**src/rtl/core/nsj_pkg.sv**
```systemverilog
// Shared types and constants of the neighbor-set Jaccard engine.
// Used by the controller, the datapath and the top level; depends on nothing.
`default_nettype none

package nsj_pkg;

   localparam int NODE_W        = 6;
   localparam int SHARED_W      = 7;
   localparam int SIM_W         = 17;
   localparam int DEF_MAX_NODES = 64;
   localparam int DEF_FRAC_BITS = 16;

   // adjacency bits counted per popcount step
   localparam int CHUNK = 8;
   localparam int POP_W = $clog2(CHUNK + 1);

   typedef enum logic [0:0] {
      CMD_INSERT = 1'b0,
      CMD_QUERY  = 1'b1
   } cmd_type;

   typedef enum logic [0:0] {
      SEL_FIRST  = 1'b0,
      SEL_SECOND = 1'b1
   } node_sel_type;

   typedef enum logic [3:0] {
      ST_CLEAR,
      ST_IDLE,
      ST_READ_A,
      ST_INS_WR_A,
      ST_INS_RD_B,
      ST_INS_WR_B,
      ST_Q_READ_B,
      ST_Q_CAP_B,
      ST_COUNT,
      ST_UNION,
      ST_DIV_START,
      ST_DIV_WAIT,
      ST_DONE
   } state_type;

   typedef struct packed {
      logic         load_req;
      logic         clear_wr;
      logic         rd_en;
      node_sel_type rd_sel;
      logic         ins_wr;
      node_sel_type wr_sel;
      logic         cap_a;
      logic         cap_b;
      logic         count_step;
      logic         calc_union;
      logic         div_start;
      logic         load_rsp;
   } dp_cmd_type;

   typedef struct packed {
      logic is_query;
      logic ins_ok;
      logic clear_last;
      logic count_last;
      logic div_done;
   } dp_status_type;

   function automatic logic [POP_W-1:0] chunk_pop(input logic [CHUNK-1:0] vec);
      logic [POP_W-1:0] n;
      n = '0;
      for (int i = 0; i < CHUNK; i++) begin
         n = n + POP_W'(vec[i]);
      end
      return n;
   endfunction

endpackage

`default_nettype wire

```
**src/rtl/core/nsj_ctrl.sv**
```systemverilog
// Controller state machine: request handshake, clearing pass, insert and query sequencing.
// Depends on nsj_pkg; commands nsj_datapath and owns the result valid flag.
`default_nettype none

module nsj_ctrl (
   input  wire logic                   clock,
   input  wire logic                   reset,
   input  wire logic                   req_valid,
   output logic                        req_stall,
   output logic                        rsp_valid,
   input  wire logic                   rsp_stall,
   output nsj_pkg::dp_cmd_type         cmd,
   input  wire nsj_pkg::dp_status_type status
);

   import nsj_pkg::*;

   state_type state_ff, state_in;
   logic      rsp_valid_ff, rsp_valid_in;

   always_comb begin
      state_in     = state_ff;
      cmd          = '0;
      req_stall    = 1'b1;
      rsp_valid_in = rsp_valid_ff && rsp_stall;
      case (state_ff)
         ST_CLEAR: begin
            cmd.clear_wr = 1'b1;
            if (status.clear_last) begin
               state_in = ST_IDLE;
            end
         end
         ST_IDLE: begin
            req_stall = 1'b0;
            if (req_valid) begin
               cmd.load_req = 1'b1;
               state_in     = ST_READ_A;
            end
         end
         ST_READ_A: begin
            cmd.rd_en  = 1'b1;
            cmd.rd_sel = SEL_FIRST;
            if (status.is_query) begin
               state_in = ST_Q_READ_B;
            end else if (status.ins_ok) begin
               state_in = ST_INS_WR_A;
            end else begin
               // drop an insert with an out-of-range end
               state_in = ST_IDLE;
            end
         end
         ST_INS_WR_A: begin
            cmd.ins_wr = 1'b1;
            cmd.wr_sel = SEL_FIRST;
            state_in   = ST_INS_RD_B;
         end
         ST_INS_RD_B: begin
            cmd.rd_en  = 1'b1;
            cmd.rd_sel = SEL_SECOND;
            state_in   = ST_INS_WR_B;
         end
         ST_INS_WR_B: begin
            cmd.ins_wr = 1'b1;
            cmd.wr_sel = SEL_SECOND;
            state_in   = ST_IDLE;
         end
         ST_Q_READ_B: begin
            cmd.rd_en  = 1'b1;
            cmd.rd_sel = SEL_SECOND;
            cmd.cap_a  = 1'b1;
            state_in   = ST_Q_CAP_B;
         end
         ST_Q_CAP_B: begin
            cmd.cap_b = 1'b1;
            state_in  = ST_COUNT;
         end
         ST_COUNT: begin
            cmd.count_step = 1'b1;
            if (status.count_last) begin
               state_in = ST_UNION;
            end
         end
         ST_UNION: begin
            cmd.calc_union = 1'b1;
            state_in       = ST_DIV_START;
         end
         ST_DIV_START: begin
            cmd.div_start = 1'b1;
            state_in      = ST_DIV_WAIT;
         end
         ST_DIV_WAIT: begin
            if (status.div_done) begin
               state_in = ST_DONE;
            end
         end
         ST_DONE: begin
            // hold until the result register is free or being taken
            if (!rsp_valid_ff || !rsp_stall) begin
               cmd.load_rsp = 1'b1;
               rsp_valid_in = 1'b1;
               state_in     = ST_IDLE;
            end
         end
         default: begin
            state_in = ST_IDLE;
         end
      endcase
   end

   always_ff @(posedge clock) begin
      if (reset) begin
         state_ff     <= ST_CLEAR;
         rsp_valid_ff <= 1'b0;
      end else begin
         state_ff     <= state_in;
         rsp_valid_ff <= rsp_valid_in;
      end
   end

   assign rsp_valid = rsp_valid_ff;

   assert property (@(posedge clock) disable iff (reset)
      cmd.load_rsp |-> !(rsp_valid_ff && rsp_stall))
      else $error("result register overwritten while stalled");

   assert property (@(posedge clock) disable iff (reset)
      $rose(rsp_valid_ff) |-> $past(cmd.load_rsp))
      else $error("result valid raised without a result load");

endmodule

`default_nettype wire

```
**config.mk**
```make
export PLATFORM = sky130hd
export DESIGN_NAME = nsj_ctrl
export DESIGN_NICKNAME = d
export VERILOG_FILES = /design/src/rtl/core/nsj_pkg.sv /design/src/rtl/core/nsj_ctrl.sv
export SDC_FILE = /design/constraint.sdc
export NUM_CORES = 1
export LEC_CHECK = 0
export BUFFER_PORTS_ARGS = -buffer_cell sky130_fd_sc_hd__buf_4
export CORE_AREA = 3 3 40 42
export CTS_BUF_LIST = sky130_fd_sc_hd__clkbuf_8
export CTS_CLUSTER_SIZE = 16
export DETAILED_ROUTE_END_ITERATION = 12
export DIE_AREA = 0 0 43 45
export PLACE_DENSITY = 0.64
export RECOVER_POWER = 50
export SLEW_MARGIN = 10
export SYNTH_ARGS = -nofsm -noshare
export SYNTH_HDL_FRONTEND = slang
export SYNTH_SLANG_ARGS = --single-unit
```
**constraint.sdc**
```tcl
create_clock -name clock -period 1.1 [get_ports clock]
set_input_delay 0.055 -clock clock [delete_from_list [all_inputs] [get_ports clock]]
set_output_delay 0.055 -clock clock [all_outputs]
set_load 0.05 [all_outputs]
```
# [After elaboration in Yosys (flattened, before gate mapping)]
# Index checks and enable logic that the tools add are counted.
[word_totals] register_bits=5 inputBits=9 output_inout_bits=14 wordCells=49
[op_classes] eq_ne=17 muxes=23 reduce_logical=7
[op_table] cell="4-bit one-hot mux with 12 select lines" n=1
[op_table] cell="4-bit two-way mux" n=6
[op_table] cell="4-bit equality test, second input constant" n=5
[op_table] cell="4-bit by 3-bit equality test with 1-bit output, second input constant" n=4
[op_table] cell="1-bit two-way mux" n=13
[op_table] cell="2-bit != test, second input constant" n=5
[op_table] cell="4-bit by 2-bit equality test with 1-bit output, second input constant" n=2
[op_table] cell="2-bit one-hot mux with 2 select lines" n=2
[op_table] cell="5-bit AND reduction" n=1
[op_table] cell="4-bit by 1-bit equality test with 1-bit output, second input constant" n=1
[op_table] cell="4-bit zero test" n=1
[op_table] cell="1-bit zero test" n=2
[op_table] cell="2-bit two-way mux" n=1
[op_table] cell="2-bit OR reduction" n=1
[op_table] cell="1-bit logical AND" n=1
[op_table] cell="1-bit logical OR" n=1

# [Depth between registers and ports, before layout]
# Gate-level depths: netlist of the first run.
[logic_depth] ltp_word=4 mapped_depth=5 ltp_nobuf=4

# [Least setup slack after synthesis of the first run]
# No wires, ideal clock.
[synth_timing] path_type="reg2out" from="register state_ff[0]" to="output port cmd[10] (netlist bit)" arrival_ns=2.058 required_ns=1.045 slack_ns=-1.013 stages_incl_launch_ff=3 n_path_buf=1 path_cell_list="dfxtp_1 > buf_2 > nor4_1"
[synth_lines] item="from (decl)" line="nsj_ctrl.sv:18" source="state_type state_ff, state_in;"
[synth_lines] item="from (signal assigned)" line="nsj_ctrl.sv:115" source="state_ff <= state_in;"
[synth_lines] item="to (decl)" line="nsj_ctrl.sv:12" source="output nsj_pkg::dp_cmd_type cmd,"

# [Final worst setup path of the first run]
[layout_timing] from="register state_ff[1]" to="register state_ff[0]"
[layout_between] elab_chain_cells=3 word_cells_on_any_way=19 cone_classes="eq/ne: 16; mux: 1; reduce/logical: 2"
[layout_lines] item="4-bit equality test, or another cell as far along" line="nsj_ctrl.sv:26" source="case (state_ff)"
[layout_lines] item="2-bit != test (no source line)"
[layout_lines] item="5-bit AND reduction (no source line)"
# Parallel ways exist; a longest one is shown, timed or not.
# A chain may end at the register's enable or synchronous reset.

==> impl_metrics.ini, run 1 <==
[placement]
place_inst = 109
place_area_um2 = 860
dp_hpwl_mm = 1.12
routabilityCongestion = 0.894
io_buffers = 22
place_ws_ns = -0.100

[synth]
netlist_area_um2 = 428
synth_cells = 59
synth_fp_nets = 68
avgSynthCellArea_um2 = 7.25
synth_cell_types = 27
ys_seq_area_share_pct = 23.4
ys_warn_count = 0
synthTopCellsByArea = dfxtp_1 (23%), nor2_1 (9.6%), a21oi_1 (5.8%)
synth_top_area_share_pct = 23.4
ys_ff_latch = 5
synth_edf_count = 0
synthFlopType = dfxtp_1
synth_largest_area_cell = dfxtp_1
synthArstFlopShare_pct = 0

[cells_and_area]
final_common_cell = buf_4
layout_common_cells = buf_4 (22), buf_6 (21), nor2_4 (6)
area_delta_synth_final_pct = 174
nFillCells = 54
final_util_pct = 91.3
multi_input_area_um2 = 518
final_area_um2 = 1170
diodes = 0
final_nets = 117
fin_cells = 122
drive_gt1_share_pct = 82.2
seq_area_um2 = 116

[timing]
skew_ns = 0.00250
tightest_slew_ns = 0.274
fin_crit_sh_pct = 120
setup_viol = 17
drv_slew = 0
final-hold-violation-count = 0
fmax_mhz = 759
fin_ws_ns = -0.217
rsz0062_at_grt = yes
fin_crit_ns = 1.32
slew-limit-headroom_pct = 81.8

[critical_path]
endpoint = state_ff[0]
crit_family = flip-flops
required_ns = 1.23
r2r_end = state_ff[0]
slowest_stage = dfxtp_4
reg2regPathDepth = 5
path_cells = buf_6 -> and3b_1 -> o21ai_2 -> buf_4 -> a221oi_2
reg2reg_slack_ns = -0.22
cp.depth = 5
cp-start-kind = flop
worstSetupStartpoint = state_ff[1]
cp.arrival_ns = 1.44
r2r-start = state_ff[1]
criticalPathCategory = flop to flop
max_stage_delay_ns = 0.39
critPathBufInv = 2
cp_max_fo = 6
end_kind = flop

[pwr]
clkPwrFrac_pct = 15.1
cellLeakagePower_uw = 0.000470
power_per_cell_area_nw_per_um2 = 1930
comb_power_share_pct = 70.5
seqPwrFrac_pct = 14.3
switchingPower_uw = 1040
swShare_pct = 46.0
vdd_drop_max_mv = 1.51
intPower_uw = 1230

[floorplanning]
start_util_pct = 33.3
die_h_um = 45
top_level_ports = 23
die_w_um = 43
fp.dieArea_um2 = 1940
core_um2 = 1280
num_rows = 13

[route]
via_per_inst = 5.72
drt-total-wl_mm = 2.35
drcViolationCount = 0
antenna_left = 0
drt-initial-drc-count = 17
post_drt_wl_per_cell_um = 19.2
firstDrtPassIters = 4
routed-via-count = 698

[min_path]
hp-class = input pin to flop

[clock_network]
cts.sinks = 5
cts_buffer_depth = 2
cts_tree = built
clk_pin_slew_ns = 0.04
clock_latency_ns = 0.23
root_buffer = clkbuf_8
htree_num_levels = 1
ctsHoldBuffers = 0
cts_inserted_buffers = 3

[outcome]
status = finished with violations
violations = negative setup slack

[global_route]
grt_pass1_vias = 697
overflow = 0
track_usage_pct = 23.1
grt_max_degree = 9
antenna_found_initial = 0
grt_pass1_wl_mm = 3.33

[job]
cap_violations = 0
## worst reg2reg max path: cells and delay by family (launching register included)
family / cells / cell delay (ns)
flip-flops: 1 / 0.39
AO/OA/AOI/OAI: 2 / 0.31
buffers and inverters: 2 / 0.30
AND/OR/NAND/NOR: 1 / 0.21
## per-layer routing
layer / wire length [um] / track usage (%) / vias to the layer above / part of all wire [%]
met5: 0 / 0 / - / 0
met4: 83 / 11.4 / 0 / 3.5
met3: 137 / 7.17 / 10 / 5.8
met2: 1230 / 38.3 / 30 / 53
met1: 892 / 27.1 / 346 / 38
li1: - / - / 312 / -
## kinds of logic (layout without fill, tap and decap cells)
logic type | Yosys count | after routing | share of synthesized area, %
buffers and inverters | 5 | 53 | 7.60
XOR/XNOR | 1 | 1 | 2.05
AND/OR/NAND/NOR | 33 | 33 | 39.8
multiplexers | 1 | 1 | 2.63
AO/OA/AOI/OAI | 14 | 14 | 24.6
flip-flops | 5 | 5 | 23.4
## worst min path at each step
stage	start	end	slack [ns]	cells past startpoint
after floorplan	reset	state_ff[0]	0.11	1
after global placement	reset	state_ff[0]	0.25	2
after detailed placement	reset	state_ff[0]	0.25	2
after CTS	reset	state_ff[0]	0.01	2
after global routing	reset	state_ff[0]	0.04	2
final	reset	rsp_valid	0.03	2
## repair_timing
item / 4_1_cts / 5_1_grt
gates resized for setup: 39 / 15
pin swaps: 7 / 6
endpoints found under the setup margin: 17 / 17
buffers inserted: 9 / 1
hold endpoints to repair: 0 / 0
## power by group through the flow
stage                     registers, uW  logic [uW]  clock network [uW]
after floorplan                     281         892                   0
after detailed placement            324        1190                   0
after CTS                           306        1500                 342
after global routing                330        1680                 359
after global placement              324        1180                   0
final                               326        1600                 343
## synth_stat cells, types with 2 or more instances
master     n
o21ai_2    2
nor3b_1    3
a21oi_1    5
nand2b_1   3
o31ai_1    2
nand2_1    5
nor3_1     3
dfxtp_1    5
nor4_1     2
buf_2      2
nor2_1    11
## metrics by stage
| stage | power, uW | setup TNS [ns] | hold slack [ns] |
|---|---|---|---|
| 2_1_floorplan | 1170 | -0.409 | 0.112 |
| 4_1_cts | 2150 | -1.90 | 0.0146 |
| 5_1_grt | 2370 | -3.17 | 0.0356 |
| 6_report | 2270 | -2.39 | 0.0332 |
| 3_3_place_gp | 1510 | -0.236 | 0.248 |
| 3_5_place_dp | 1510 | -0.334 | 0.250 |
## layout make-up
cell class	instances	share of cell area, %
Multi-Input combinational cell	49	44.1
Timing Repair Buffer	48	40.2
Sequential cell	5	9.91
Clock buffer	3	3.52
Tap cell	15	1.60
Clock inverter	1	0.320
Inverter	1	0.320
## flip-flops by register name, summed over array words and instances (netlist names)
register / count
rsp_valid: 1
state_ff: 4
Power figures use the tool's default switching activity.
==> inputs of run 2 (changes only) <==
- ABC_AREA: not set -> 1
- GPL_TIMING_DRIVEN: not set -> 0
- PLACE_DENSITY: 0.64 -> 0.74
==> run 2 against run 1 <==
Compared with the run above:
- the run still ends with negative setup slack left
- power is 62% higher
- flip-flop and latch count unchanged
- first-iteration DRC count fell by 35%
- die area unchanged
- sequential power grew 50%
- utilization decreased by 9.7 points
- non-clock buffer count is 21 lower
- sequential share of layout area rose by 1.4 points
- design area decreased by 11%
- fmax is 5.7% higher
- routed wire length fell by 24%
- setup slack better by 0.071 ns
- critical endpoint is now cmd[7]
==> impl_metrics.ini, run 2 <==
[job]
cap_violations = 0

[critical_path]
required_ns = 1.04
reg2regPathDepth = 8
cp-start-kind = flop
cp_max_fo = 6
r2r-start = state_ff[1]
r2r_end = state_ff[1]
end_kind = primary output
reg2reg_slack_ns = -0.12
criticalPathCategory = flop to primary output
cp.arrival_ns = 1.19

[floorplanning]
core_um2 = 1280
die_h_um = 45
start_util_pct = 42.6
fp.dieArea_um2 = 1940
die_w_um = 43
num_rows = 13
top_level_ports = 23

[cells_and_area]
drive_gt1_share_pct = 68.0
largest_reg_flops = 4
final_util_pct = 81.6
area_delta_synth_final_pct = 91.3
layout_common_cells = nand2_1 (16), inv_1 (13), nor2_4 (13)
final_nets = 138
diodes = 0
final_common_cell = nand2_1
regMostFlops = state_ff

[route]
antenna_left = 0
drcViolationCount = 0
drt-initial-drc-count = 11
post_drt_wl_per_cell_um = 12.4
via_per_inst = 4.90
routed-via-count = 700
firstDrtPassIters = 4
drt-total-wl_mm = 1.77

[pwr]
vdd_drop_max_mv = 2.12
p_total_uw = 3690
cellLeakagePower_uw = 0.000557
power_per_cell_area_nw_per_um2 = 3520

[timing]
rsz0062_at_grt = yes
fin_crit_sh_pct = 113
final-hold-violation-count = 0
tightest_slew_ns = 0.280
fmax_mhz = 803
fin_crit_ns = 1.25
skew_ns = 0.00170
slew-limit-headroom_pct = 81.4
fin_ws_ns = -0.146
drv_slew = 0
tns_ns = -1.56
setup_viol = 17
fin_hold_ws_ns = 0.103

[clock_network]
clk_pin_slew_ns = 0.04
cts_buffer_depth = 2
cts_inserted_buffers = 3
clock_latency_ns = 0.22
cts_tree = built
cts.sinks = 5
root_buffer = clkbuf_8
htree_num_levels = 1

[min_path]
min-delay-start = rsp_stall
min_path_cells = 3
hp-class = input pin to flop
hold_end = rsp_valid

[synth]
synth_cell_types = 15
yosys-top-cells-count = nand2_1 (23), inv_1 (18), nor2_1 (15), nor2_2 (9)
synthFlopType = dfxtp_1
yosysMostFrequentCell = nand2_1
synthTopCellsByArea = dfxtp_1 (18%), nand2_1 (16%), inv_1 (12%)
synthArstFlopShare_pct = 0
netlist_area_um2 = 548
synth_largest_area_cell = dfxtp_1
synth_edf_count = 0
ys_seq_area_share_pct = 18.3
ys_ff_latch = 5
synth_top_area_share_pct = 18.3
ys_warn_count = 0
avgSynthCellArea_um2 = 5.65
synth_cells = 97
synth_fp_nets = 106

[placement]
place_ws_ns = -0.226
routabilityCongestion = 0.746
io_buffers = 22
dp_hpwl_mm = 1.19

[global_route]
antenna_found_initial = 0
grt_max_degree = 7
grt_pass1_wl_mm = 2.80
track_usage_pct = 19.7
grt_pass1_vias = 649
overflow = 0

[outcome]
status = finished with violations
violations = negative setup slack
[run 2: changes by cell type after synthesis, moves of 4 or more]
cell | previous run | this run
nor2_1 | 11 | 15
nand2_1 | 5 | 23
inv_2 | 0 | 5
nand2_2 | 0 | 4
nor2_2 | 0 | 9
inv_1 | 1 | 18
[run 2: how the worst max path moves through the flow]
stage | startpoint | depth (start not counted) | slack, ns | to
finish | state_ff[2] | 4 | -0.15 | cmd[7]
detailed placement | state_ff[1] | 9 | -0.23 | state_ff[2]
floorplan | state_ff[0] | 3 | -0.20 | cmd[10]
global route | state_ff[1] | 8 | -0.21 | state_ff[1]
CTS | state_ff[2] | 6 | -0.13 | cmd[11]
global placement | state_ff[1] | 9 | -0.19 | state_ff[2]
[run 2: cell type report]
class / instances / area (um^2)
Clock buffer: 3 / 41.3
Fill cell: 87 / 236
Inverter: 23 / 98.8
Multi-Input combinational cell: 69 / 495
Tap cell: 15 / 18.8
Sequential cell: 5 / 119
Clock inverter: 1 / 5.00
Timing Repair Buffer: 27 / 270
[run 2: power breakdown]
group | total [uW] | leakage, uW | switching [uW] | internal (uW)
Sequential | 490 | 0.0000445 | 193 | 297
Combinational | 2860 | 0.000487 | 1810 | 1050
Clock | 337 | 0.0000255 | 93.2 | 243
[run 2: cells by family (layout without fill, tap and decap cells)]
group | after synthesis | in the layout | synth area share [%]
flip-flops | 5 | 5 | 18.3
buffers and inverters | 23 | 54 | 15.8
AND/OR/NAND/NOR | 64 | 64 | 61.4
AO/OA/AOI/OAI | 5 | 5 | 4.57
[run 2: per-stage QoR]
| step | cell area [um^2] | instances |
|---|---|---|
| after floorplan | 614 | 97 |
| after global placement | 798 | 134 |
| after detailed placement | 798 | 134 |
| after CTS | 987 | 142 |
| after global routing | 1050 | 143 |
| final | 1050 | 143 |
[run 2: metal layers]
| layer | routed length, um | part of all wire (%) | global-route usage [%] |
|---|---|---|---|
| met1 | 622 | 35 | 20.2 |
| met2 | 1010 | 57 | 37.4 |
| met3 | 97 | 5.5 | 3.98 |
| met4 | 46 | 2.6 | 10.8 |
| met5 | 0 | 0 | 0 |
[run 2: repair_timing]
| action | CTS | global route |
|---|---|---|
| setup endpoints to repair | 17 | 17 |
| hold endpoints to repair | 1 | 0 |
| buffers inserted | 3 | 1 |
| gates resized for setup | 34 | 14 |
| pin swaps | 9 | 5 |
| hold buffers | 1 | 0 |
[run 2: critical path, stage by stage (launching register included)]
cell     delay, ns
dfxtp_4       0.38
nor2_2        0.18
nand2_1       0.14
o21ai_2       0.09
buf_6         0.17
